**src/rtl/elevator_car_door_sequencer_assert.svh**
```systemverilog
// assertion macros for the car and door sequencer
`ifndef ELEVATOR_CAR_DOOR_SEQUENCER_ASSERT_SVH
`define ELEVATOR_CAR_DOOR_SEQUENCER_ASSERT_SVH

// same-cycle implication, reset disables the check
`define ECDS_ASSERT_NOW(label, clk, rst_n, ante, cons) \
  label: assert property (@(posedge clk) disable iff (!rst_n) (ante) |-> (cons)) \
    else $error("assertion failed");

// next-cycle implication, reset disables the check
`define ECDS_ASSERT_NEXT(label, clk, rst_n, ante, cons) \
  label: assert property (@(posedge clk) disable iff (!rst_n) (ante) |=> (cons)) \
    else $error("assertion failed");

`endif

```
**src/rtl/ecds_pkg.sv**
```systemverilog
// ----------------------------------------------------------------------------
// ecds_pkg
// types, constants and code helpers shared by the car and door sequencer
// ----------------------------------------------------------------------------
`timescale 1ns / 1ps
`default_nettype none

package ecds_pkg;

  // building size
  localparam int unsigned FLOORS   = 16;
  localparam int unsigned FLOOR_W  = $clog2(FLOORS);
  localparam int unsigned TARGET_W = 4;
  // common width for floor/target compares
  localparam int unsigned CMP_W    = (FLOOR_W > TARGET_W) ? FLOOR_W : TARGET_W;

  localparam int unsigned TIME_W   = 32;
  localparam int unsigned WAIT_W   = 20;
  localparam logic [WAIT_W-1:0] WAIT_RESET = WAIT_W'(3000);

  localparam int unsigned IN_DATA_W  = 40;
  localparam int unsigned OUT_DATA_W = 16;

  // car state codes as seen on the result word
  localparam logic [2:0] CODE_IDLE    = 3'd0;
  localparam logic [2:0] CODE_UP      = 3'd1;
  localparam logic [2:0] CODE_DOWN    = 3'd2;
  localparam logic [2:0] CODE_OPENING = 3'd3;
  localparam logic [2:0] CODE_WAITING = 3'd4;
  localparam logic [2:0] CODE_CLOSING = 3'd5;

  // motor commands
  localparam logic [1:0] LIFT_NONE  = 2'd0;
  localparam logic [1:0] LIFT_UP    = 2'd1;
  localparam logic [1:0] LIFT_DOWN  = 2'd2;
  localparam logic [1:0] DOOR_NONE  = 2'd0;
  localparam logic [1:0] DOOR_OPEN  = 2'd1;
  localparam logic [1:0] DOOR_CLOSE = 2'd2;

  localparam logic SEL_DOOR = 1'b0;
  localparam logic SEL_LIFT = 1'b1;

  typedef enum logic [5:0] {
    MODE_IDLE    = 6'b000001,
    MODE_UP      = 6'b000010,
    MODE_DOWN    = 6'b000100,
    MODE_OPENING = 6'b001000,
    MODE_WAITING = 6'b010000,
    MODE_CLOSING = 6'b100000
  } mode_e;

  typedef struct packed {
    mode_e              mode;
    logic [FLOOR_W-1:0] floor_num;
    logic               moving;
    logic [TIME_W-1:0]  wait_start;
    logic               last_select;
  } car_state_t;

  typedef struct packed {
    logic [TARGET_W-1:0] target_floor;
    logic                obstacle;
    logic                floor_arrived;
    logic                door_done;
    logic [TIME_W-1:0]   now_ms;
  } tick_t;

  typedef struct packed {
    logic [2:0] car_state;
    logic [3:0] floor_now;
    logic       moving;
    logic       motor_select;
    logic [1:0] lift_drive;
    logic [1:0] door_drive;
  } result_t;

  function automatic logic [2:0] mode_code(input mode_e m);
    logic [2:0] code;
    unique case (m)
      MODE_UP:      code = CODE_UP;
      MODE_DOWN:    code = CODE_DOWN;
      MODE_OPENING: code = CODE_OPENING;
      MODE_WAITING: code = CODE_WAITING;
      MODE_CLOSING: code = CODE_CLOSING;
      default:      code = CODE_IDLE;
    endcase
    return code;
  endfunction

endpackage

`default_nettype wire

```
**src/rtl/ecds_step.sv**
```systemverilog
// ----------------------------------------------------------------------------
// ecds_step
// next-state and result logic for one control tick
// ----------------------------------------------------------------------------
`timescale 1ns / 1ps
`default_nettype none

module ecds_step (
  input  ecds_pkg::car_state_t         cur_i,
  input  ecds_pkg::tick_t              tick_i,
  input  logic [ecds_pkg::WAIT_W-1:0]  door_wait_i,
  output ecds_pkg::car_state_t         nxt_o,
  output ecds_pkg::result_t            res_o
);

  localparam logic [ecds_pkg::FLOOR_W-1:0] TopFloor =
    ecds_pkg::FLOOR_W'(ecds_pkg::FLOORS - 1);

  logic [ecds_pkg::FLOOR_W-1:0] floor_up;
  logic [ecds_pkg::FLOOR_W-1:0] floor_dn;
  logic [ecds_pkg::FLOOR_W-1:0] floor_sel;
  logic [ecds_pkg::CMP_W-1:0]   tgt_ext;
  logic [ecds_pkg::CMP_W-1:0]   flr_ext;
  logic [ecds_pkg::CMP_W-1:0]   nxt_flr_ext;
  logic [ecds_pkg::TIME_W-1:0]  elapsed;
  logic                         wait_over;
  logic [1:0]                   lift;
  logic [1:0]                   door;
  ecds_pkg::car_state_t         nxt;

  // saturating floor steps
  assign floor_up = (cur_i.floor_num < TopFloor) ? cur_i.floor_num + 1'b1 : cur_i.floor_num;
  assign floor_dn = (cur_i.floor_num != '0) ? cur_i.floor_num - 1'b1 : cur_i.floor_num;

  assign tgt_ext = ecds_pkg::CMP_W'(tick_i.target_floor);

  // elapsed time wraps modulo 2^32
  assign elapsed   = tick_i.now_ms - cur_i.wait_start;
  assign wait_over = elapsed >= ecds_pkg::TIME_W'(door_wait_i);

  always_comb begin
    nxt       = cur_i;
    lift      = ecds_pkg::LIFT_NONE;
    door      = ecds_pkg::DOOR_NONE;
    floor_sel = cur_i.floor_num;
    unique case (cur_i.mode)
      ecds_pkg::MODE_UP: begin
        nxt.last_select = ecds_pkg::SEL_LIFT;
        lift            = ecds_pkg::LIFT_UP;
        floor_sel       = floor_up;
      end
      ecds_pkg::MODE_DOWN: begin
        nxt.last_select = ecds_pkg::SEL_LIFT;
        lift            = ecds_pkg::LIFT_DOWN;
        floor_sel       = floor_dn;
      end
      ecds_pkg::MODE_OPENING: begin
        nxt.last_select = ecds_pkg::SEL_DOOR;
        door            = ecds_pkg::DOOR_OPEN;
        if (tick_i.door_done) nxt.mode = ecds_pkg::MODE_IDLE;
      end
      ecds_pkg::MODE_WAITING: begin
        if (tick_i.obstacle) begin
          nxt.wait_start = tick_i.now_ms;
        end else if (wait_over) begin
          nxt.mode = ecds_pkg::MODE_CLOSING;
        end
      end
      ecds_pkg::MODE_CLOSING: begin
        nxt.last_select = ecds_pkg::SEL_DOOR;
        door            = ecds_pkg::DOOR_CLOSE;
        if (tick_i.obstacle) nxt.mode = ecds_pkg::MODE_OPENING;
      end
      default: begin
        nxt.mode = ecds_pkg::MODE_IDLE;
        if (tgt_ext != ecds_pkg::CMP_W'(cur_i.floor_num)) begin
          nxt.wait_start = tick_i.now_ms;
          nxt.mode       = ecds_pkg::MODE_WAITING;
        end
      end
    endcase

    flr_ext = ecds_pkg::CMP_W'(floor_sel);

    // floor-reached rule: arrival while traveling, or close done
    if ((((cur_i.mode == ecds_pkg::MODE_UP) || (cur_i.mode == ecds_pkg::MODE_DOWN))
         && tick_i.floor_arrived)
        || ((cur_i.mode == ecds_pkg::MODE_CLOSING) && tick_i.door_done)) begin
      nxt.floor_num = floor_sel;
      if (tgt_ext < flr_ext) begin
        nxt.moving = 1'b1;
        nxt.mode   = ecds_pkg::MODE_DOWN;
      end else if (tgt_ext > flr_ext) begin
        nxt.moving = 1'b1;
        nxt.mode   = ecds_pkg::MODE_UP;
      end else begin
        nxt.moving = 1'b0;
        nxt.mode   = ecds_pkg::MODE_OPENING;
      end
    end
  end

  assign nxt_flr_ext = ecds_pkg::CMP_W'(nxt.floor_num);

  assign nxt_o              = nxt;
  assign res_o.car_state    = ecds_pkg::mode_code(nxt.mode);
  assign res_o.floor_now    = nxt_flr_ext[3:0];
  assign res_o.moving       = nxt.moving;
  assign res_o.motor_select = nxt.last_select;
  assign res_o.lift_drive   = lift;
  assign res_o.door_drive   = door;

endmodule

`default_nettype wire

```
**src/rtl/elevator_car_door_sequencer.sv**
```systemverilog
// flow: an accepted word waits in the input register, then passes the state update
// into the result register; one word per cycle while the result side takes words,
// a rate set by the single-pass state update
// reset: rst_ni low clears the car to idle at floor 0, drops both valid flags
// and loads the door wait time with 3000 ms; no clearing pass is needed
// ----------------------------------------------------------------------------
// elevator_car_door_sequencer
// car and door state machine stepped once per control tick word
// ----------------------------------------------------------------------------
`timescale 1ns / 1ps
`default_nettype none

`include "elevator_car_door_sequencer_assert.svh"

module elevator_car_door_sequencer (
  input  logic                              clk_i,
  input  logic                              rst_ni,

  // door wait time register write
  input  logic                              cfg_valid_i,
  output logic                              cfg_ready_o,
  input  logic [ecds_pkg::WAIT_W-1:0]       cfg_data_i,

  // tick words
  input  logic                              s_axis_tvalid,
  output logic                              s_axis_tready,
  // [3:0] target_floor, [4] obstacle, [5] floor_arrived, [6] door_done,
  // [38:7] now_ms, [39] zero
  input  logic [ecds_pkg::IN_DATA_W-1:0]    s_axis_tdata,

  // result words
  output logic                              m_axis_tvalid,
  input  logic                              m_axis_tready,
  // [2:0] car_state, [6:3] floor_now, [7] moving, [8] motor_select,
  // [10:9] lift_drive, [12:11] door_drive, [15:13] zero
  output logic [ecds_pkg::OUT_DATA_W-1:0]   m_axis_tdata
);

  // configuration register, always writable
  logic [ecds_pkg::WAIT_W-1:0] door_wait_q;

  // input register
  logic              in_valid_q;
  ecds_pkg::tick_t   tick_q;

  // result register
  logic              out_valid_q;
  ecds_pkg::result_t res_q;

  // car state
  ecds_pkg::car_state_t state_q;
  ecds_pkg::car_state_t state_d;
  ecds_pkg::result_t    res_d;

  logic out_free;
  logic advance;
  logic in_take;

  assign cfg_ready_o = 1'b1;

  // the result register frees up when empty or drained this cycle
  assign out_free      = !out_valid_q || m_axis_tready;
  // the held tick is processed as it moves into the result register
  assign advance       = in_valid_q && out_free;
  // the input register takes a new word when empty or emptying
  assign s_axis_tready = !in_valid_q || advance;
  assign in_take       = s_axis_tvalid && s_axis_tready;

  always_ff @(posedge clk_i or negedge rst_ni) begin
    if (!rst_ni) begin
      door_wait_q <= ecds_pkg::WAIT_RESET;
    end else if (cfg_valid_i) begin
      door_wait_q <= cfg_data_i;
    end
  end

  always_ff @(posedge clk_i or negedge rst_ni) begin
    if (!rst_ni) begin
      in_valid_q <= 1'b0;
    end else if (s_axis_tready) begin
      in_valid_q <= s_axis_tvalid;
    end
  end

  // unpack the tick word into the input register
  always_ff @(posedge clk_i) begin
    if (in_take) begin
      tick_q.target_floor  <= s_axis_tdata[3:0];
      tick_q.obstacle      <= s_axis_tdata[4];
      tick_q.floor_arrived <= s_axis_tdata[5];
      tick_q.door_done     <= s_axis_tdata[6];
      tick_q.now_ms        <= s_axis_tdata[38:7];
    end
  end

  ecds_step u_step (
    .cur_i       (state_q),
    .tick_i      (tick_q),
    .door_wait_i (door_wait_q),
    .nxt_o       (state_d),
    .res_o       (res_d)
  );

  // state moves only when a tick is consumed
  always_ff @(posedge clk_i or negedge rst_ni) begin
    if (!rst_ni) begin
      state_q.mode        <= ecds_pkg::MODE_IDLE;
      state_q.floor_num   <= '0;
      state_q.moving      <= 1'b0;
      state_q.wait_start  <= '0;
      state_q.last_select <= ecds_pkg::SEL_DOOR;
    end else if (advance) begin
      state_q <= state_d;
    end
  end

  always_ff @(posedge clk_i or negedge rst_ni) begin
    if (!rst_ni) begin
      out_valid_q <= 1'b0;
    end else if (out_free) begin
      out_valid_q <= in_valid_q;
    end
  end

  always_ff @(posedge clk_i) begin
    if (advance) begin
      res_q <= res_d;
    end
  end

  assign m_axis_tvalid = out_valid_q;
  assign m_axis_tdata  = {3'b000, res_q.door_drive, res_q.lift_drive, res_q.motor_select,
                          res_q.moving, res_q.floor_now, res_q.car_state};

  // lift commands only go out with the lift motor selected
  `ECDS_ASSERT_NOW(a_lift_sel, clk_i, rst_ni,
    out_valid_q && (res_q.lift_drive != ecds_pkg::LIFT_NONE),
    res_q.motor_select == ecds_pkg::SEL_LIFT)

  // never drive lift and door in the same tick
  `ECDS_ASSERT_NOW(a_one_motor, clk_i, rst_ni, out_valid_q,
    (res_q.lift_drive == ecds_pkg::LIFT_NONE) || (res_q.door_drive == ecds_pkg::DOOR_NONE))

  // moving flag tracks the travel states
  `ECDS_ASSERT_NOW(a_moving, clk_i, rst_ni, 1'b1,
    state_q.moving == ((state_q.mode == ecds_pkg::MODE_UP) ||
                       (state_q.mode == ecds_pkg::MODE_DOWN)))

  // a stalled result holds the held tick back
  `ECDS_ASSERT_NEXT(a_hold, clk_i, rst_ni,
    in_valid_q && out_valid_q && !m_axis_tready, in_valid_q && $stable(state_q))

endmodule

`default_nettype wire

```
**config.mk**
```make
export PLATFORM = sky130hd
export DESIGN_NAME = elevator_car_door_sequencer
export DESIGN_NICKNAME = d
export VERILOG_FILES = /design/src/rtl/ecds_pkg.sv /design/src/rtl/ecds_step.sv /design/src/rtl/elevator_car_door_sequencer.sv
export VERILOG_INCLUDE_DIRS = /design/src /design/src/rtl
export SDC_FILE = /design/constraint.sdc
export NUM_CORES = 1
export LEC_CHECK = 0
export ABC_AREA = 0
export BUFFER_PORTS_ARGS = -buffer_cell sky130_fd_sc_hd__buf_2
export CORE_ASPECT_RATIO = 0.75
export CORE_UTILIZATION = 64
export CTS_CLUSTER_SIZE = 24
export DETAILED_ROUTE_END_ITERATION = 10
export PLACE_DENSITY = 0.95
export SLEW_MARGIN = 20
export SYNTH_ARGS = -nofsm -noshare
export SYNTH_HDL_FRONTEND = slang
export SYNTH_SLANG_ARGS = --single-unit
```
**constraint.sdc**
```tcl
create_clock -name clk_i -period 7.9 [get_ports clk_i]
set_clock_uncertainty 0.05 [all_clocks]
set_input_delay 1.58 -clock clk_i [delete_from_list [all_inputs] [get_ports clk_i]]
set_output_delay 1.58 -clock clk_i [all_outputs]
set_load 0.05 [all_outputs]
```
==> run metrics, run 1 <==
Initial Utilization=67.01%; slowest stage cell on the critical path=fa_1; Crit path depth=20; Largest stage delay, worst path=0.41 ns; maxcap violations=0; Buf/Inv on CP=3; Num Clock Sinks=118; period utilisation layout=60.24%; Max Freq=210.1 MHz; CTS clk-pin slew, worst paths=0.06 ns; crit path from=tick_q[0]; CP Capture Type=flop; Critical Path Sink=m_axis_tdata[0]; die footprint=0.01141 mm^2; Worst-Skew Late Latency=0.42 ns; Die Ht=92.76 um; warnings from Yosys=0; Yosys cell types=70; area grow syn2layout=15.22%; DR iter-0 viols=498; post-synthesis sequential area ratio=45.85%; Mapped Area=0.007029 mm^2; Antenna Nets Post-Route=0; share of cells above drive strength 1=20.25%; ant diodes=0; total gr overflow=0; slew at the pin with the worst max-slew slack=0.9911 ns; Vias=5816; slew margin rel.=33.92%; Critical Path Fanout Max=3; pin count of the biggest net entering global routing=67; # H-tree levels=4; drt drc=0; CP Class=flop to flop; outcome=finished clean; leakage=0.003703 uW; FFs w/ async S/R, synth=55.93%; Final Power=3355 uW; post-route cell area=0.008099 mm^2; Yosys reg bits=118; most frequent cells in the layout=buf_2, nand2_1, inv_1; detailed placer's ending HPWL=11.97 mm; Peak VDD IR=0.2522 mV; P per Cell Area=414.2 mW/mm^2; worst path arrival time=4.87 ns; cell family with most CP delay=compound AO/OA/AOI/OAI gates; CP most frequent cell=inv_1; routed wire length=16.95 mm; count of hold-fix buffers inserted at cts=0; Hold Crit Class=flop to flop; Worst R2R Setup Slack=3.14 ns; RSZ-0062 raised after global routing=no; Final Hold Viols=0; Syn Area/Cell=10.01 um^2; first-pass GRT wire length=27.17 mm; Avg WL per Cell=18.30 um; Die X=123.0 um; Post-synth EDFFs=52; Pre-Repair DR Iteration Count=5; pre-CTS WS=3.324 ns; final-report setup violation count=0; I/O pins=84; FP Rows=32; CTS tree=built; routability cong.=0.8939; nets=900; FF-to-FF path depth=20; FF-to-FF End=m_axis_tdata[0]; Worst setup SP type=flop; post-CTS setup buffer count=0; Final WS setup=3.141 ns; R2R Path Start=tick_q[0]; final core occ=77.21%; Resize count post-CTS=0; routed vias/inst=6.281; fin crit period=4.759 ns; Syn Inst Count=702; worst path cell trace=inv_1, ha_1, inv_1, fa_1, a21o_1, a221o_1, a21oi_1, o21ai_0, inv_1, o221ai_1, xor2_1, ha_1, nand4_1, nor2_1, a2111oi_0, o21ai_0, a2111oi_2, nand4_1, a32oi_1, nand2_1; GR Util All Layers=31.61%; ys flop type=dfrtp_1; root buf cell=clkbuf_16; initial antenna violation count=0; most common cell after layout, fill and taps aside=buf_2; placed cell area=0.007495 mm^2; setup TNS=0 ns; number of global-route vias before repair=5572; CTS Buf Count=17; Slew Limit Fails=0; Critical Path RT=8.01 ns; Core ar.=0.01049 mm^2; I/O Buffers=78; Clock Tree Buf Depth=2
[synth_stat cells, types with 4 or more instances]
cell type | n | share of area, %
a211oi_1 | 4 | 0.43
a21o_1 | 15 | 1.6
a21oi_1 | 54 | 3.8
a31oi_1 | 4 | 0.36
and3_1 | 7 | 0.62
buf_2 | 5 | 0.36
buf_4 | 4 | 0.43
clkbuf_1 | 16 | 0.85
dfrtp_1 | 58 | 21
dfstp_2 | 8 | 3.0
edfxtp_1 | 52 | 22
ha_1 | 57 | 10
inv_1 | 72 | 3.8
mux2_2 | 34 | 5.4
nand2_1 | 73 | 3.9
nand2b_1 | 7 | 0.62
nand3_1 | 10 | 0.71
nand4_1 | 13 | 1.2
nor2_1 | 33 | 1.8
nor2b_1 | 4 | 0.36
nor3_1 | 5 | 0.36
o211ai_1 | 6 | 0.64
o21a_1 | 11 | 1.2
o21ai_0 | 54 | 3.8
or3_1 | 4 | 0.36
xnor2_1 | 22 | 2.7
xor2_1 | 7 | 0.87
[layout make-up]
type / count / area (um^2)
Multi-Input combinational cell: 487 / 3422
Sequential cell: 118 / 3223
Fill cell: 672 / 2391
Clock buffer: 17 / 425.4
Timing Repair Buffer: 80 / 405.4
Inverter: 73 / 274.0
Clock inverter: 15 / 178.9
Tap cell: 136 / 170.2
[layer usage]
metal  wire length, um  up-vias  GRT usage (%)
li1                  -     2665              -
met1              7494     2753          42.35
met2              7607      348          49.25
met3              1441       50          7.697
met4               404        0          12.85
met5                 0        -              0
[power by group]
| group | internal (uW) | switching, uW | total (uW) | leakage (uW) |
|---|---|---|---|---|
| registers | 797 | 92.4 | 889 | 0.00128 |
| logic | 670 | 1010 | 1680 | 0.00212 |
| clock network | 497 | 290 | 786 | 0.000299 |
[cells by family (layout without fill, tap and decap cells)]
logic type                 Yosys count  after routing  synth area share, %
buffers and inverters               99            185                5.589
adders and majority gates           58             58                10.43
other                                2              4               0.1068
muxes                               36             36                5.732
AOI/OAI and AO/OA                  188            188                17.02
xor gates and xnor gates            29             29                3.613
DFF                                118            118                45.85
and+or+nand+nor                    172            172                11.66
[per-stage QoR]
step	std cells	hold slack, ns
after detailed placement	894	0.4367
final	926	0.4502
after global placement	894	0.4114
after global routing	926	0.4642
after floorplan	704	0.3964
after CTS	926	0.4561
[worst reg2reg max path, delay by kind of cell (launching register included)]
family	cells	cell delay, ns
flops	1	0.36
fa+ha+maj	3	0.87
compound gates	9	2.24
simple gates	4	0.49
xor+xnor	1	0.23
buf+inv	3	0.25
[worst min path at each step]
| stage | from | endpoint | slack [ns] | depth (start not counted) |
|---|---|---|---|---|
| final | in_valid_q | m_axis_tvalid | 0.45 | 1 |
| after global routing | state_q[5] | state_q[5] | 0.46 | 1 |
| after CTS | state_q[1] | state_q[1] | 0.46 | 2 |
| after detailed placement | state_q[1] | state_q[1] | 0.44 | 2 |
| after global placement | state_q[0] | state_q[0] | 0.41 | 2 |
| after floorplan | state_q[0] | state_q[0] | 0.40 | 2 |
[state kept, by name, indices dropped and copies added, names as in the netlist]
register       cells
in_valid_q         1
tick_q            39
door_wait_q       20
m_axis_tvalid      1
state_q           44
m_axis_tdata      13
No activity file was read; power rests on OpenSTA's default activity.
==> inputs of run 2 (changes only) <==
--- a/config.mk
+++ b/config.mk
@@ -6,13 +6,13 @@
 export SDC_FILE = /design/constraint.sdc
 export NUM_CORES = 1
 export LEC_CHECK = 0
-export ABC_AREA = 0
+export ABC_AREA = 1
 export BUFFER_PORTS_ARGS = -buffer_cell sky130_fd_sc_hd__buf_2
 export CORE_ASPECT_RATIO = 0.75
-export CORE_UTILIZATION = 64
+export CORE_UTILIZATION = 54
 export CTS_CLUSTER_SIZE = 24
 export DETAILED_ROUTE_END_ITERATION = 10
-export PLACE_DENSITY = 0.95
+export PLACE_DENSITY = 0.85
 export SLEW_MARGIN = 20
 export SYNTH_ARGS = -nofsm -noshare
 export SYNTH_HDL_FRONTEND = slang
==> constraint.sdc (replaced) <==
create_clock -name clk_i -period 3.86 [get_ports clk_i]
set_clock_uncertainty 0.05 [all_clocks]
set_input_delay 0.772 -clock clk_i [delete_from_list [all_inputs] [get_ports clk_i]]
set_output_delay 0.772 -clock clk_i [all_outputs]
set_load 0.05 [all_outputs]
==> run 2 against run 1 <==
- global-route usage is 7.1 points lower
- cell area is 8.8% higher
- worst setup slack worse by 2.9 ns
- via count is 12% higher
- highest routed layer unchanged
- hold slack worse by 0.14 ns
- sequential share of layout area is 3.2 points lower
- largest cell class unchanged
==> run metrics, run 2 <==
Yosys top cell area share=20.32%; pin count of the biggest net entering global routing=41; cell family with most CP delay=simple AND/OR/NAND/NOR gates; # H-tree levels=4; maxcap violations=0; R2R Path Start=tick_q[7]; number of placed instances, taps included=1243; total gr overflow=0; leakage=0.004717 uW; routed vias/inst=5.129; most frequent cells in the layout=nand2_1, inv_1, nor2_1; CTS clk-pin slew, worst paths=0.06 ns; Worst R2R Setup Slack=0.26 ns; combinational share of power=53.5%; internal power=3986 uW; Pre-Repair DR Iteration Count=6; multi-input logic area=0.003603 mm^2; Final Hold Viols=0; biggest regs=state_q x44, tick_q x39, door_wait_q x20; share of cells above drive strength 1=14.64%; Yosys cell types=42; setup TNS=0 ns; drt drc=0; P per Cell Area=834.3 mW/mm^2; I/O pins=84; Max Freq=278.1 MHz; Syn Area/Cell=7.685 um^2; Syn Inst Count=1000; most common cell after layout, fill and taps aside=nand2_1; Mapped Area=0.007685 mm^2; Seq pwr share=24.7%; area grow syn2layout=14.65%; final-report setup violation count=0; I/O Buffers=78; Final Power=7351 uW; Post-synth EDFFs=52; FF-to-FF End=m_axis_tdata[0]; nets=1210; most common cell in the netlist=nand2_1; Buf/Inv on CP=0; first-pass GRT wire length=28.35 mm; RSZ-0062 raised after global routing=no; register area=0.003223 mm^2; routed wire length=16.89 mm; detailed placer's ending HPWL=12.79 mm; Vias=6540; Worst setup SP type=flop; CTS tree=built; Critical Path Fanout Max=4; CP Class=flop to flop; Peak VDD IR=0.4974 mV; worst path cell trace=ha_1, nand2_1, nor2_1, nand3_1, nand3_1, a31oi_1, xnor2_1, ha_1, nand2_1, nor2_1, a211oi_1, nand2_1, nor2_1, nand2_1, nor2_1, nand2_1, nand3_1, nand2_1, nand2_1, nand3_1; slowest stage cell on the critical path=ha_1; post-synthesis sequential area ratio=41.94%; slew at the pin with the worst max-slew slack=1.017 ns; outcome=finished clean; number of global-route vias before repair=5951; max reg flops=44; switching part of the total=45.78%; die footprint=0.01472 mm^2; Antenna Nets Post-Route=0; Fill cells=1157; slew margin rel.=32.19%; Die Ht=105.3 um; largest area contributor in the netlist=edfxtp_1; largest cells by area after synthesis=edfxtp_1, dfrtp_1, nand2_1; CP Capture Type=flop; CTS Buf Count=17; Avg WL per Cell=13.25 um; Initial Utilization=55.70%; initial antenna violation count=0; NetSw=3365 uW; Largest stage delay, worst path=0.43 ns; Hold Crit Class=primary input to asynchronous set/reset pin; period utilisation layout=93.14%; Top reg by flops=state_q; Die X=139.8 um; Core ar.=0.01380 mm^2; FFs w/ async S/R, synth=55.93%; routability cong.=0.9465; GR Util All Layers=24.51%; Yosys reg bits=118; Synth top cells by count=nand2_1, inv_1, nor2_1; Num Clock Sinks=118; Slew Limit Fails=0; DR iter-0 viols=499; CP most frequent cell=nand2_1; fin crit period=3.595 ns; root buf cell=clkbuf_16; Final Non-Filler Cells=1275; worst path arrival time=3.70 ns; FF-to-FF path depth=20; ant diodes=0; warnings from Yosys=0; FP Rows=37; ys flop type=dfrtp_1; Clock Tree Buf Depth=2; clock share of power=21.8%; Critical Path RT=3.97 ns; Worst-Skew Late Latency=0.42 ns; post-CTS setup buffer count=0
## run 2: cells by family (layout without fill, tap and decap cells)
logic type / after synthesis / in the layout / share of synthesized area [%]
buffers and inverters: 215 / 313 / 11.40
xor gates and xnor gates: 26 / 26 / 2.963
and+or+nand+nor: 461 / 461 / 24.54
muxes: 2 / 2 / 0.2930
AOI/OAI and AO/OA: 118 / 118 / 9.232
other: 2 / 4 / 0.09772
adders and majority gates: 58 / 58 / 9.541
DFF: 118 / 118 / 41.94
## run 2: final cells by class
cell class                      instances  area share, %
Timing Repair Buffer                   83          4.857
Clock buffer                           17          4.828
Inverter                              198          8.435
Multi-Input combinational cell        669          40.90
Sequential cell                       118          36.58
Tap cell                              175          2.485
Clock inverter                         15          1.917
## run 2: per-stage QoR
stage	utilization, %	hold WS, ns	cell area, um^2	worst slack (ns)
floorplan	-	0.4094	7692	0.8233
global placement	59.49	0.4227	8207	0.3815
detailed placement	59.49	0.4422	8207	0.2940
CTS	63.79	0.3265	8801	0.2695
global route	63.87	0.3489	8811	0.01587
finish	63.87	0.3126	8811	0.2647
## run 2: what timing repair did
item | in CTS | in global routing
hold buffers | 0 | 0
endpoints found under the hold margin | 0 | 0
setup endpoints to repair | 0 | 2
resized for setup | 0 | 3
## run 2: layer usage
layer / vias to the layer above / track usage [%] / share of wire, %
met5: - / 0 / 0
met4: 0 / 7.221 / 1.5
met3: 36 / 4.861 / 7.3
met2: 241 / 38.07 / 43
met1: 2965 / 34.69 / 48
li1: 3298 / - / -
## run 2: worst max-delay path by stage
stage          startpoint         endpoint  slack, ns  depth (start not counted)
6_report        tick_q[7]  m_axis_tdata[0]       0.26                         20
5_1_grt         tick_q[5]  m_axis_tdata[0]       0.02                         20
4_1_cts         tick_q[0]  m_axis_tdata[0]       0.27                         23
3_5_place_dp    tick_q[0]  m_axis_tdata[0]       0.29                         23
3_3_place_gp    tick_q[0]  m_axis_tdata[0]       0.38                         23
2_1_floorplan   tick_q[0]  m_axis_tdata[0]       0.82                         23
## run 2: power by group through the flow
stage	logic, uW	clock network (uW)	registers, uW
2_1_floorplan	2940	0	1950
3_3_place_gp	3680	0	1820
3_5_place_dp	3830	0	1830
4_1_cts	3880	1620	1810
5_1_grt	4460	1680	1840
6_report	3930	1600	1810
